<file path="config.mk">
export PLATFORM = sky130hd
export DESIGN_NAME = abps_queue
export DESIGN_NICKNAME = d
export VERILOG_FILES = /design/src/rtl/alpha_blend_pixel_store_core_macros.svh /design/src/rtl/abps_pkg.sv /design/src/rtl/abps_queue.sv
export SDC_FILE = /design/constraint.sdc
export NUM_CORES = 1
export LEC_CHECK = 0
export CELL_PAD_IN_SITES_DETAIL_PLACEMENT = 1
export CELL_PAD_IN_SITES_GLOBAL_PLACEMENT = 2
export CORE_UTILIZATION = 40
export DETAILED_ROUTE_END_ITERATION = 10
export DONT_BUFFER_PORTS = 1
export HOLD_SLACK_MARGIN = 0.05
export PLACE_DENSITY = 0.65
export SLEW_MARGIN = 10
export SYNTH_ARGS = -nofsm -noshare
export SYNTH_HDL_FRONTEND = slang
export SYNTH_SLANG_ARGS = --single-unit
</file>
<file path="constraint.sdc">
create_clock -name clk -period 4.1 [get_ports clk]
set_input_delay 0.615 -clock clk [delete_from_list [all_inputs] [get_ports clk]]
set_output_delay 0.615 -clock clk [all_outputs]
set_load 0.05 [all_outputs]
</file>
<file path="src/rtl/alpha_blend_pixel_store_core_macros.svh">
// Assertion macros used by the pixel store memory engine.
`ifndef ALPHA_BLEND_PIXEL_STORE_CORE_MACROS_SVH
`define ALPHA_BLEND_PIXEL_STORE_CORE_MACROS_SVH

// Same-cycle implication, disabled while reset is low.
`define ABPS_ASSERT_IMP(label, clk, rst_n, ante, cons) \
    label: assert property (@(posedge clk) disable iff (!rst_n) (ante) |-> (cons)) \
        else $error("abps same-cycle check failed");

// Next-cycle implication, disabled while reset is low.
`define ABPS_ASSERT_NXT(label, clk, rst_n, ante, cons) \
    label: assert property (@(posedge clk) disable iff (!rst_n) (ante) |=> (cons)) \
        else $error("abps next-cycle check failed");

`endif

</file>
<file path="src/rtl/abps_pkg.sv">
// Shared constants, field layout and types of the alpha blend pixel store.
`default_nettype none

package abps_pkg;

    localparam int MAX_WIDTH   = 512;
    localparam int MAX_HEIGHT  = 512;
    localparam int MEM_DEPTH   = MAX_WIDTH * MAX_HEIGHT;
    localparam int ADDR_W      = (MEM_DEPTH > 1) ? $clog2(MEM_DEPTH) : 1;
    localparam int CNT_W       = ADDR_W + 1;

    localparam int CFG_W       = 10;
    localparam int CFG_RESET   = 512;
    localparam int POS_W       = 9;
    localparam int CHAN_W      = 8;
    localparam int KIND_W      = 2;
    localparam int PROD_W      = 2 * CHAN_W;

    localparam int X_LSB       = 0;
    localparam int Y_LSB       = X_LSB + POS_W;
    localparam int R_LSB       = Y_LSB + POS_W;
    localparam int G_LSB       = R_LSB + CHAN_W;
    localparam int B_LSB       = G_LSB + CHAN_W;
    localparam int A_LSB       = B_LSB + CHAN_W;
    localparam int S_DATA_W    = 56;
    localparam int M_DATA_W    = 3 * CHAN_W;

    localparam int QUEUE_DEPTH = 4;
    localparam int QPTR_W      = $clog2(QUEUE_DEPTH);

    localparam logic [CHAN_W-1:0] ALPHA_FULL = {CHAN_W{1'b1}};

    localparam logic CFG_ACTIVE_WIDTH  = 1'b0;
    localparam logic CFG_ACTIVE_HEIGHT = 1'b1;

    typedef enum logic [KIND_W-1:0] {
        REQ_WRITE = 2'd0,
        REQ_READ  = 2'd1,
        REQ_CLEAR = 2'd2
    } req_kind_t;

    typedef struct packed {
        logic [CHAN_W-1:0] red;
        logic [CHAN_W-1:0] green;
        logic [CHAN_W-1:0] blue;
    } pixel_t;

    typedef struct packed {
        logic [KIND_W-1:0] kind;
        logic              in_area;
        logic [CHAN_W-1:0] alpha;
        pixel_t            color;
        logic [ADDR_W-1:0] addr;
        logic [CNT_W-1:0]  count;
    } cmd_t;

    typedef struct packed {
        logic full;
        logic empty;
    } q_status_t;

    typedef struct packed {
        pixel_t color;
        logic   out_of_range;
    } result_t;

endpackage

`default_nettype wire

</file>
<file path="src/rtl/abps_queue.sv">
// Short request queue between intake and the pixel memory engine.
`default_nettype none

module abps_queue (
    input  wire logic              clk,
    input  wire logic              rst_n,
    input  wire logic              push,
    input  wire abps_pkg::cmd_t    push_cmd,
    input  wire logic              pop,
    output abps_pkg::cmd_t         head,
    output abps_pkg::q_status_t    status
);

    abps_pkg::cmd_t                 slot_reg [abps_pkg::QUEUE_DEPTH];
    logic [abps_pkg::QPTR_W-1:0]    wr_ptr_reg;
    logic [abps_pkg::QPTR_W-1:0]    rd_ptr_reg;
    logic [abps_pkg::QPTR_W:0]      count_reg;
    logic [abps_pkg::QPTR_W:0]      count_next;

    always_comb
    begin
        count_next = count_reg;
        if (push && !pop)
            count_next = count_reg + 1'b1;
        else if (pop && !push)
            count_next = count_reg - 1'b1;
    end

    always_ff @(posedge clk or negedge rst_n)
    begin
        if (!rst_n)
        begin
            wr_ptr_reg <= '0;
            rd_ptr_reg <= '0;
            count_reg  <= '0;
        end
        else
        begin
            if (push)
                wr_ptr_reg <= wr_ptr_reg + 1'b1;
            if (pop)
                rd_ptr_reg <= rd_ptr_reg + 1'b1;
            count_reg <= count_next;
        end
    end

    always_ff @(posedge clk)
    begin
        if (push)
            slot_reg[wr_ptr_reg] <= push_cmd;
    end

    assign head         = slot_reg[rd_ptr_reg];
    assign status.full  = (count_reg == (abps_pkg::QPTR_W + 1)'(abps_pkg::QUEUE_DEPTH));
    assign status.empty = (count_reg == '0);

endmodule

`default_nettype wire

</file>
; After elaboration in Yosys (flattened, before gate mapping)
; Memories as Yosys holds them, arrays and structs flattened.
; Cells that the tools add are included.
[classes]
add_sub_neg = 4
eq_ne = 1
muxes = 4
reduce_logical = 6
[ops]
columns = op, n
row1 = $mux 3, 2
row2 = $add 2x1->2 const B, 2
row3 = $add 3x1->3 const B, 1
row4 = $eq 3x3->1 const B, 1
row5 = $logic_not 3->1, 1
row6 = $sub 3x1->3 const B, 1
row7 = $logic_and 1x1->1, 2
row8 = $logic_not 1->1, 2
row9 = $mux 1, 2
row10 = $reduce_bool 2->1, 1
[totals]
ff_bits = 7
mem_bits_rw = 288
input_bits = 76
mem_count = 1
[mem_list]
columns = name, words, width, rd, rd_ports_with_merged_regs, write_ports, line_no
row1 = slot_reg, 4, 72, 1, 0, 1, abps_queue.sv:14  ; abps_pkg::cmd_t slot_reg [abps_pkg::QUEUE_DEPTH];

; Longest topological paths before layout
[logic_depth]
depth_word = 4
mapped_depth = 7

; Worst setup path after synthesis
; No wires, ideal clock.
[synth_timing]
kind = flip-flop to flip-flop
start = register wr_ptr_reg[0] in the netlist's numbering
end = memory slot_reg[2][0] in the netlist's numbering (enable)
setup_ps = 438
arrival_time_ps = 2300
slack_ps = 1362
path_stages_with_launch = 4
path_buffers = 0
cell_sequence = dfrtp_1 > inv_1 > ha_1 > and2_1
[synth_rtl]
columns = item, line_no
row1 = start: declaration, abps_queue.sv:15  ; logic [abps_pkg::QPTR_W-1:0] wr_ptr_reg;
row2 = start signal: assignment, abps_queue.sv:40  ; wr_ptr_reg <= wr_ptr_reg + 1'b1;
row3 = end: declaration, abps_queue.sv:14
; Straight into the memory's write port.

==> results.json <==
{
  "dp_hpwl_mm": 10.8,
  "ys.warnings.count": 0,
  "tightest_slew_ns": 1.11,
  "fillers": 2299,
  "grt_use_total_pct": 14.2,
  "critical_path_class": "register to output port",
  "cpPeakStageDelay_ns": 0.73,
  "syn_avg_cell_area_um2": 26.3,
  "cts_num_sinks": 295,
  "status": "finished with violations",
  "cp_max_fo": 23,
  "violations": "DRC",
  "numCtsBuffers": 29,
  "utilization_pct": 46.1,
  "cp-startpoint": "rd_ptr_reg[0]$_DFFE_PN0P_",
  "drt_first_pass_iters": 7,
  "antenna_found_initial": 0,
  "synth.most_common_cell": "edfxtp_1",
  "ios": 150,
  "fin_setup_tns_ns": 0,
  "worstPathRequired_ns": 3.48,
  "routedWlPerCell_um": 24.1,
  "final_hold_viol_count": 0,
  "finalWirelength_mm": 19.1,
  "post-route-min-period_ns": 3.09,
  "clock.fmax_ghz": 0.323,
  "setup_violations": 0,
  "area_growth_pct": 12.3,
  "drive_gt1_share_pct": 28.1,
  "clk_path_buf_depth": 3,
  "synth_top_cell_area_share_pct": 80.2,
  "fp-row-count": 59,
  "worst-path-buf-inv": 1,
  "hp-class": "input pin to register",
  "placed_cells": 736,
  "start_util_pct": 41.0,
  "synth_edf_count": 288,
  "maxCapViolCount": 0,
  "worstHoldStart": "pop",
  "period_share_pct": 75.5,
  "ys_ff_latch": 295,
  "fp.dieW_um": 166,
  "clock_skew_ns": 0.0131,
  "async_reset_ff_share_pct": 2.37,
  "synthDistinctLibCells": 18,
  "r2r_start": "wr_ptr_reg[0]$_DFFE_PN0P_",
  "synth_nets": 492,
  "grt_pass1_wl_mm": 29.4,
  "cp_top_family": "multiplexers",
  "grt_remaining_overflow": 0,
  "slew_violations": 0,
  "postCtsSetupBuffers": 0,
  "p_leak_nw": 3.81,
  "largest_reg_flops": 288,
  "globalplace.congestion": 0.697,
  "num_vias": 4116,
  "yosys-top-cells-count": "288 x edfxtp_1, 72 x mux4_2, 8 x buf_2",
  "port_buffers": 0,
  "via_per_inst": 5.21,
  "core_um2": 26300,
  "cts_tree": "done",
  "clock_latency_ns": 0.53,
  "num_antenna_cells": 0,
  "grt_max_degree": 74,
  "drt-initial-drc-count": 193,
  "worst_path_max_delay_cell": "mux4_2",
  "grt_pass1_vias": 4759,
  "ys.flop_type": "edfxtp_1",
  "dieArea_um2": 27600,
  "holdWs_ns": 0.153,
  "cts_htree_levels": 1,
  "cp_cell_sequence": "buf_4, mux4_2",
  "regArea_um2": 8830,
  "die_y_um": 166,
  "syn-instance-count": 410,
  "final_cells": 790,
  "max_slew_margin_pct": 26.2,
  "critPathLaunchType": "register",
  "netlist_area_um2": 10800,
  "finalNetCount": 515,
  "cts_root_buf": "clkbuf_16",
  "powerDensity_nw_per_um2": 851,
  "multiInputGateArea_um2": 1840,
  "synth-seq-area-share_pct": 81.8,
  "vdd_ir_drop_max_mv": 0.558,
  "final_antenna_net_count": 0,
  "drc": 10,
  "rsz0062_at_grt": "no",
  "ys_top_cells_by_area": "edfxtp_1 80%, mux4_2 15%, dfrtp_1 1.6%",
  "crit_arrival_ns": 2.48,
  "endpoint_kind": "output port",
  "path_clk_slew_ns": 0.06,
  "synth_area_leader_cell": "edfxtp_1"
}
-- timing repair --
item,CTS,global route
resized for setup,0,0
hold buffers,1,0
endpoints found under the setup margin,0,0
endpoints found under the hold margin,7,0
-- layer usage --
layer / vias up / track usage, % / share of wire [%]
met3: 31 / 4.98 / 8.0
met4: 0 / 3.78 / 2.1
met2: 117 / 24.9 / 52
met5: - / 0 / 0
met1: 2161 / 16.5 / 38
li1: 1807 / - / -
-- final timing paths --
| kind | to | slack [ns] | depth (start not counted) |
|---|---|---|---|
| setup / recovery | head[28] | 1.01 | 2 |
| hold / removal | rd_ptr_reg[0]$_DFFE_PN0P_ | 0.15 | 1 |
| setup reg to reg | slot_reg[0][26]$_DFFE_PP_ | 1.93 | 4 |
| hold reg to reg | count_reg[2]$_DFFE_PN0P_ | 0.49 | 1 |
| max in group asynchronous | rd_ptr_reg[1]$_DFFE_PN0P_ | 3.40 | 1 |
| min in group asynchronous | wr_ptr_reg[0]$_DFFE_PN0P_ | 0.42 | 1 |
-- cell type report --
class	instances	share of cell area, %
Clock buffer	32	6.08
Multi-Input combinational cell	95	15.2
Tap cell	335	3.46
Sequential cell	295	72.9
Inverter	4	0.124
Timing Repair Buffer	8	0.620
Clock inverter	21	1.68
-- layout by cell type (no fill, tap or decap), drive strengths merged --
master | Yosys | final
dfrtp | 7 | 7
clkbuf | 0 | 32
nand2 | 2 | 2
bufinv | 0 | 4
mux2 | 1 | 1
clkinvlp | 0 | 1
nor2 | 1 | 1
nor3 | 1 | 1
buf | 16 | 7
nor3b | 1 | 1
ha | 5 | 5
xnor2 | 2 | 2
xor2 | 4 | 4
clkinv | 0 | 16
fa | 1 | 1
and2 | 4 | 4
edfxtp | 288 | 288
mux4 | 72 | 72
dlygate4sd3 | 0 | 1
inv | 4 | 4
o21ai | 1 | 1
-- through the flow --
| step | setup slack (ns) | area (um^2) | total power, mW |
|---|---|---|---|
| after floorplan | 1.36 | 10800 | 7.39 |
| after global placement | 1.51 | 11200 | 7.81 |
| after detailed placement | 1.48 | 11200 | 7.87 |
| after CTS | 0.893 | 12100 | 10.5 |
| after global routing | 0.807 | 12100 | 10.7 |
| final | 1.01 | 12100 | 10.3 |
-- report_power, final --
part,internal [mW],switching (mW)
sequential,3.96,0.359
clock,1.54,1.05
combinational,0.892,2.51
-- kinds of logic (layout without fill, tap and decap cells) --
logic type / Yosys count / count (layout) / share of synthesized area (%)
mux: 73 / 73 / 15.1
fa+ha+maj: 6 / 6 / 0.766
xor+xnor: 6 / 6 / 0.487
compound gates: 1 / 1 / 0.0464
simple gates: 9 / 9 / 0.452
buf+inv: 20 / 65 / 1.31
flops: 295 / 295 / 81.8
Power figures use the tool's default switching activity.
