===== src/rtl/alpha_blend_pixel_store_core_macros.svh =====
// Assertion macros used by the pixel store memory engine.
`ifndef ALPHA_BLEND_PIXEL_STORE_CORE_MACROS_SVH
`define ALPHA_BLEND_PIXEL_STORE_CORE_MACROS_SVH

// Same-cycle implication, disabled while reset is low.
`define ABPS_ASSERT_IMP(label, clk, rst_n, ante, cons) \
    label: assert property (@(posedge clk) disable iff (!rst_n) (ante) |-> (cons)) \
        else $error("abps same-cycle check failed");

// Next-cycle implication, disabled while reset is low.
`define ABPS_ASSERT_NXT(label, clk, rst_n, ante, cons) \
    label: assert property (@(posedge clk) disable iff (!rst_n) (ante) |=> (cons)) \
        else $error("abps next-cycle check failed");

`endif


===== src/rtl/abps_pkg.sv =====
// Shared constants, field layout and types of the alpha blend pixel store.
`default_nettype none

package abps_pkg;

    localparam int MAX_WIDTH   = 512;
    localparam int MAX_HEIGHT  = 512;
    localparam int MEM_DEPTH   = MAX_WIDTH * MAX_HEIGHT;
    localparam int ADDR_W      = (MEM_DEPTH > 1) ? $clog2(MEM_DEPTH) : 1;
    localparam int CNT_W       = ADDR_W + 1;

    localparam int CFG_W       = 10;
    localparam int CFG_RESET   = 512;
    localparam int POS_W       = 9;
    localparam int CHAN_W      = 8;
    localparam int KIND_W      = 2;
    localparam int PROD_W      = 2 * CHAN_W;

    localparam int X_LSB       = 0;
    localparam int Y_LSB       = X_LSB + POS_W;
    localparam int R_LSB       = Y_LSB + POS_W;
    localparam int G_LSB       = R_LSB + CHAN_W;
    localparam int B_LSB       = G_LSB + CHAN_W;
    localparam int A_LSB       = B_LSB + CHAN_W;
    localparam int S_DATA_W    = 56;
    localparam int M_DATA_W    = 3 * CHAN_W;

    localparam int QUEUE_DEPTH = 4;
    localparam int QPTR_W      = $clog2(QUEUE_DEPTH);

    localparam logic [CHAN_W-1:0] ALPHA_FULL = {CHAN_W{1'b1}};

    localparam logic CFG_ACTIVE_WIDTH  = 1'b0;
    localparam logic CFG_ACTIVE_HEIGHT = 1'b1;

    typedef enum logic [KIND_W-1:0] {
        REQ_WRITE = 2'd0,
        REQ_READ  = 2'd1,
        REQ_CLEAR = 2'd2
    } req_kind_t;

    typedef struct packed {
        logic [CHAN_W-1:0] red;
        logic [CHAN_W-1:0] green;
        logic [CHAN_W-1:0] blue;
    } pixel_t;

    typedef struct packed {
        logic [KIND_W-1:0] kind;
        logic              in_area;
        logic [CHAN_W-1:0] alpha;
        pixel_t            color;
        logic [ADDR_W-1:0] addr;
        logic [CNT_W-1:0]  count;
    } cmd_t;

    typedef struct packed {
        logic full;
        logic empty;
    } q_status_t;

    typedef struct packed {
        pixel_t color;
        logic   out_of_range;
    } result_t;

endpackage

`default_nettype wire


===== src/rtl/abps_front.sv =====
// Request intake: active area registers, range check and address computation.
`default_nettype none

module abps_front (
    input  wire logic                              clk,
    input  wire logic                              rst_n,
    input  wire logic                              cfg_we,
    input  wire logic                              cfg_index,
    input  wire logic [abps_pkg::CFG_W-1:0]        cfg_data,
    input  wire logic                              s_tvalid,
    output logic                                   s_tready,
    input  wire logic [abps_pkg::S_DATA_W-1:0]     s_tdata,
    input  wire logic [abps_pkg::KIND_W-1:0]       s_tuser,
    input  wire abps_pkg::q_status_t               q_status,
    input  wire logic                              init_done,
    output logic                                   push,
    output abps_pkg::cmd_t                         push_cmd
);

    localparam int MUL_W  = abps_pkg::POS_W + abps_pkg::CFG_W;
    localparam int AREA_W = 2 * abps_pkg::CFG_W;

    logic [abps_pkg::CFG_W-1:0]  width_reg;
    logic [abps_pkg::CFG_W-1:0]  height_reg;
    logic [abps_pkg::CFG_W-1:0]  w_eff;
    logic [abps_pkg::CFG_W-1:0]  h_eff;
    logic [abps_pkg::POS_W-1:0]  pos_x;
    logic [abps_pkg::POS_W-1:0]  pos_y;
    logic [MUL_W-1:0]            addr_full;
    logic [AREA_W-1:0]           area;

    always_ff @(posedge clk or negedge rst_n)
    begin
        if (!rst_n)
        begin
            width_reg  <= abps_pkg::CFG_W'(abps_pkg::CFG_RESET);
            height_reg <= abps_pkg::CFG_W'(abps_pkg::CFG_RESET);
        end
        else if (cfg_we)
        begin
            case (cfg_index)
                abps_pkg::CFG_ACTIVE_WIDTH:  width_reg  <= cfg_data;
                abps_pkg::CFG_ACTIVE_HEIGHT: height_reg <= cfg_data;
                default: ;
            endcase
        end
    end

    always_comb
    begin
        w_eff = (int'(width_reg) > abps_pkg::MAX_WIDTH) ?
                abps_pkg::CFG_W'(abps_pkg::MAX_WIDTH) : width_reg;
        h_eff = (int'(height_reg) > abps_pkg::MAX_HEIGHT) ?
                abps_pkg::CFG_W'(abps_pkg::MAX_HEIGHT) : height_reg;
        pos_x = s_tdata[abps_pkg::X_LSB +: abps_pkg::POS_W];
        pos_y = s_tdata[abps_pkg::Y_LSB +: abps_pkg::POS_W];
        addr_full = MUL_W'(pos_y) * MUL_W'(w_eff) + MUL_W'(pos_x);
        area      = AREA_W'(w_eff) * AREA_W'(h_eff);

        push_cmd.kind        = s_tuser;
        push_cmd.in_area     = (abps_pkg::CFG_W'(pos_x) < w_eff) &&
                               (abps_pkg::CFG_W'(pos_y) < h_eff);
        push_cmd.alpha       = s_tdata[abps_pkg::A_LSB +: abps_pkg::CHAN_W];
        push_cmd.color.red   = s_tdata[abps_pkg::R_LSB +: abps_pkg::CHAN_W];
        push_cmd.color.green = s_tdata[abps_pkg::G_LSB +: abps_pkg::CHAN_W];
        push_cmd.color.blue  = s_tdata[abps_pkg::B_LSB +: abps_pkg::CHAN_W];
        push_cmd.addr        = addr_full[abps_pkg::ADDR_W-1:0];
        push_cmd.count       = area[abps_pkg::CNT_W-1:0];
    end

    assign s_tready = !q_status.full && init_done;
    assign push     = s_tvalid && s_tready;

endmodule

`default_nettype wire


===== config.mk =====
export PLATFORM = sky130hd
export DESIGN_NAME = abps_front
export DESIGN_NICKNAME = d
export VERILOG_FILES = /design/src/rtl/alpha_blend_pixel_store_core_macros.svh /design/src/rtl/abps_pkg.sv /design/src/rtl/abps_front.sv
export SDC_FILE = /design/constraint.sdc
export NUM_CORES = 1
export LEC_CHECK = 0
export ABC_AREA = 1
export BUFFER_PORTS_ARGS = -buffer_cell sky130_fd_sc_hd__buf_2
export CAP_MARGIN = 20
export CORE_ASPECT_RATIO = 1.25
export CORE_MARGIN = 1.5
export CORE_UTILIZATION = 47
export CTS_CLUSTER_SIZE = 16
export DETAILED_ROUTE_END_ITERATION = 8
export PLACE_DENSITY = 0.71
export SYNTH_ARGS = -nofsm -noshare
export SYNTH_HDL_FRONTEND = slang
export SYNTH_SLANG_ARGS = --single-unit

===== constraint.sdc =====
create_clock -name clk -period 9.1 [get_ports clk]
set_clock_uncertainty 0.1 [all_clocks]
set_input_delay 1.82 -clock clk [delete_from_list [all_inputs] [get_ports clk]]
set_output_delay 1.82 -clock clk [all_outputs]
set_load 0.005 [all_outputs]

==> Word level (Yosys, flattened, before mapping) <==
Cells that the tools add are included.
{ "totals": {"regBits": 20, "out_inout_bits": 74, "inputBits": 76, "elab_cells": 18} }
{ "op_classes": {"n_addsub": 1, "n_mux": 2, "n_lt_le_gt_ge": 4, "mul": 2, "reduce_logical": 6, "n_bitwise": 1} }
{ "ops": {"columns": ["cell", "count"], "rows": [
  ["> comparator 10 bit (second input constant)", 2],
  ["less-than comparator 9 x 10 -> 1 bit", 2],
  ["2-to-1 mux 10 bit", 2],
  ["multiplier 10 x 10 -> 19 bit", 1],
  ["adder 18 x 9 -> 18 bit", 1],
  ["multiplier 9 x 10 -> 18 bit", 1],
  ["AND reduction 2 bit", 2],
  ["logical AND 1 bit", 3],
  ["logical NOT 1 bit", 1],
  ["NOT 1 bit", 1]
]} }

==> Depth between registers and ports, before layout <==
{ "depth": {"depth_word": 4, "ltp_mapped": 28, "ltp_nobuf": 27} }

==> Worst setup path after synthesis <==
OpenSTA, ideal clock, no wires.
{ "synth_path": {"path_type": "input port to output port", "from": "input s_tdata[9] (netlist name)", "to": "output push_cmd[32] (netlist name)", "arrival_time_ps": 5799, "required_time_ps": 7180, "path_slack_ps": 1381, "n_path_buf": 1, "path_stages": 19, "path_cell_list": "buf_1 > nand2_1 > fa_1 > inv_1 > fa_1 > inv_1 > fa_1 > inv_1 > fa_1 > inv_1 > fa_1 > inv_1 > ha_1 > nand2_1 > inv_1 > a21oi_1 > nand2_1 > a21oi_1 > xnor2_1"} }
{ "synth_lines": {"columns": ["element", "line", "source"], "rows": [
  ["from (decl)", "abps_front.sv:12", "input wire logic [abps_pkg::S_DATA_W-1:0] s_tdata,"],
  ["to (decl)", "abps_front.sv:17", "output abps_pkg::cmd_t push_cmd"]
]} }

==> summary.md <==
| Metric | Value |
|---|---|
| Run status | finished clean |
| Buffering stage count on the worst path with inverters included | 7 |
| Largest cells by area after synthesis | sky130_fd_sc_hd__fa_1, sky130_fd_sc_hd__ha_1, sky130_fd_sc_hd__nand2_1 |
| Global-route met1 utilization | 0.260 |
| Initial detailed-routing violation count | 372 |
| Worst path top cell family by delay | adder cells |
| Total wirelength of the detailed-routed design | 18900 um |
| R2R depth | 2 |
| Layer with the highest usage | met2 |
| Via count of the routed design | 6524 |
| Final core utilization | 0.504 |
| Worst min-delay path category | flip-flop to flip-flop |
| Hold buffers post-CTS | 0 |
| Maximum VDD drop | 0.000135 V |
| Total nets after synthesis | 1346 |
| Period Utilization, post-route | 0.897 |
| Iteration count of the initial detailed-routing pass | 5 |
| Final setup violation count | 0 |
| Synth Instances | 1028 |
| Number of filler instances in the final layout | 1674 |
| Fmax achieved | 123 MHz |
| TritonCTS clock tree | done |
| Hold Crit Depth | 2 |
| CP max stage cell | sky130_fd_sc_hd__fa_1 |
| Number of placed instances, taps included | 1277 |
| Level count of the clock H-tree | 1 |
| Worst Setup EP | push_cmd[32] |
| Proportion of synthesized flip-flops having asynchronous set or reset | 1.00 |
| Logic depth of the worst path, buffers included | 19 |
| Commonest register cell after synthesis | sky130_fd_sc_hd__dfrtp_1 |
| Die height | 149 um |
| Placed instance area | 8330 um2 |
| HPWL Detailed | 16100 um |
| Clock transition at path regs | 0.05 ns |
| Placement row count | 53 |
| Cell area after technology mapping | 7990 um2 |
| Floorplan core area | 16700 um2 |
| Count of flip-flops with a built-in enable after synthesis | 0 |
| Number of clock sinks | 20 |
| Number of top-level pins | 150 |
| Cell taking the most area after synthesis | sky130_fd_sc_hd__fa_1 |
| Top-area cell type share of the netlist area | 0.306 |
| Post-synthesis average cell area | 7.77 um2 |
| Design area | 8420 um2 |
| Final Hold Vio Count | 0 |
| Worst-case hold slack | 0.390 ns |
| Number of design rule violations left after detail routing | 0 |
| Grt met2 use | 0.428 |
| Post-synthesis cell type count | 36 |
| Clock latency at the later pin of the worst-skew pair | 0.25 ns |
| Worst stage delay on the critical path | 0.54 ns |
| Antenna violations before repair | 1 |
| Post-synthesis sequential element count | 20 |
| DR vias/cell | 5.09 |
| Origin of the critical flop-to-flop path | width_reg[9] |
| Worst-case setup slack after placement | 0.922 ns |
| Element type at the critical path end | output port |
| Share of post-route cells with drive strength above 1 | 0.125 |
| Total congestion overflow | 0 |
| Fin worst setup slack | 0.937 ns |
| Cts repair resizes | 0 |
| Slew headroom | 0.592 |
| Sequential cell area | 503 um2 |
| NumNets Final | 1380 |
| Largest net degree at the start of global routing | 21 |
| Synth top cells by count | sky130_fd_sc_hd__nand2_1, sky130_fd_sc_hd__inv_1, sky130_fd_sc_hd__nor2_1 |
| Maximum fanout encountered on the critical timing path | 8 |
| Sequential share of the synthesized area | 0.0630 |
| Wire length of the first global-routing pass | 32300 um |
| Global-route total usage across every layer | 0.223 |
| Critical path data required time | 7.18 ns |
| Number of warnings printed during yosys synthesis | 0 |
| Antenna viol nets, final | 0 |
| Number of slew-limit violations in the final report | 0 |
| Cts bufs inserted | 3 |
| Unrepaired setup endpoints after global routing | no |
| Pwr Density | 194 nW/um2 |
| Maximum root-to-sink buffer count | 2 |
| Total die area | 17800 um2 |
| Layout Cells excl Fill | 1282 |
| Static Leakage | 4.92 nW |
| Final routed wire length divided by cell count | 14.7 um |
| Number of buffers inserted by port buffering | 74 |
| Worst-case register-to-register setup slack | 7.94 ns |
| Growth of design area from synthesis to finish | 5.47% |
| Worst-margin pin slew | 0.612 ns |
| R2r endpoint | width_reg[9] |
| Vias in the first global route | 6997 |
| Total negative setup slack | 0 ns |
| Total power of the final layout | 1.64 mW |
| Area used by multi-input combinational logic | 6360 um2 |
| Floorplan die width | 120 um |
| Maximum Capacitance Violations | 0 |
| Clock Tree Root | sky130_fd_sc_hd__clkbuf_16 |
| Gp weighted congestion | 0.917 |
| Starting utilization of the core area | 0.478 |
| Critical path arrival | 6.24 ns |
| Critical path startpoint category | input port |
| Kind of critical path | input port to output port |
| Post-CTS setup buffers | 0 |
| Worst setup path startpoint | s_tdata[12] |
| Min Clock Period, post-route | 8.16 ns |
| Most frequently used cell type in the post-synthesis netlist | sky130_fd_sc_hd__nand2_1 |
| Ordered list of cells on the worst path | buf_2 > inv_1 > nor2_1 > fa_1 > inv_1 > fa_1 > inv_1 > fa_1 > fa_1 > inv_1 > fa_1 > inv_1 > ha_1 > a21o_1 > a21oi_1 > nand2_1 > a21oi_1 > xnor2_1 > buf_2 |
| Met3 track demand over resource | 0.0115 |
-- cell families (layout without fill, tap and decap cells) --
kind of cell,after synthesis,count (layout),share of synthesized area
AND/OR/NAND/NOR,394,394,0.212
buffers and inverters,257,290,0.141
adder cells (fa/ha/maj),242,242,0.494
AO/OA/AOI/OAI,84,84,0.0569
XOR/XNOR,31,31,0.0340
flip-flops,20,20,0.0630
other,0,1,0
-- layer usage --
layer | part of all wire | routed length [um] | up-vias
met5 | 0 | 0 | -
met3 | 0.039 | 728 | 50
met2 | 0.52 | 9880 | 172
li1 | - | - | 3178
met4 | 0.039 | 736 | 0
met1 | 0.40 | 7540 | 3124
-- power breakdown --
group          leakage, nW  total, mW  internal (mW)  switching (mW)
combinational         4.64       1.42          0.584           0.838
clock               0.0442     0.0987         0.0669          0.0317
sequential           0.244      0.115          0.101          0.0141
-- worst min path at each step --
| stage | to | slack, ns | startpoint |
|---|---|---|---|
| floorplan | height_reg[8] | 0.35 | height_reg[8] |
| finish | width_reg[6] | 0.39 | width_reg[6] |
| global placement | width_reg[6] | 0.37 | width_reg[6] |
| CTS | width_reg[6] | 0.40 | width_reg[6] |
| detailed placement | width_reg[6] | 0.39 | width_reg[6] |
| global route | height_reg[4] | 0.44 | height_reg[4] |
-- cell usage in the layout (no fill, tap or decap), drive strengths merged --
cell type and n:
a21boi 1, clkbuf 4, dfstp 2, xor2 20
o31ai 2, xnor2 11, nor3b 1, fa 122
o21bai 2, inv 204, a21oi 41, a211oi 1
nand3 32, clkinv 1, a22o 1, o21ai 30
buf 81, a31oi 1, diode 1, ha 120
a31o 1, nand2 199, a21o 4, nor3 8
nor2 150, dfrtp 18, nand4 4
-- area by class of cell --
type                    instances  area share
diodes                          1    0.000297
clock buffers                   4      0.0105
inverters                     205      0.0913
multi-input cells             751       0.755
flip-flops and latches         20      0.0597
well taps                     220      0.0327
repair buffers                 81      0.0502
-- worst reg2reg max path, cell delays in order, from the launching register on --
cell,delay (ns)
sky130_fd_sc_hd__dfstp_2,0.79
sky130_fd_sc_hd__nand2_1,0.09
sky130_fd_sc_hd__o21ai_0,0.09
Note: power is estimated with default switching activity, not from simulation.
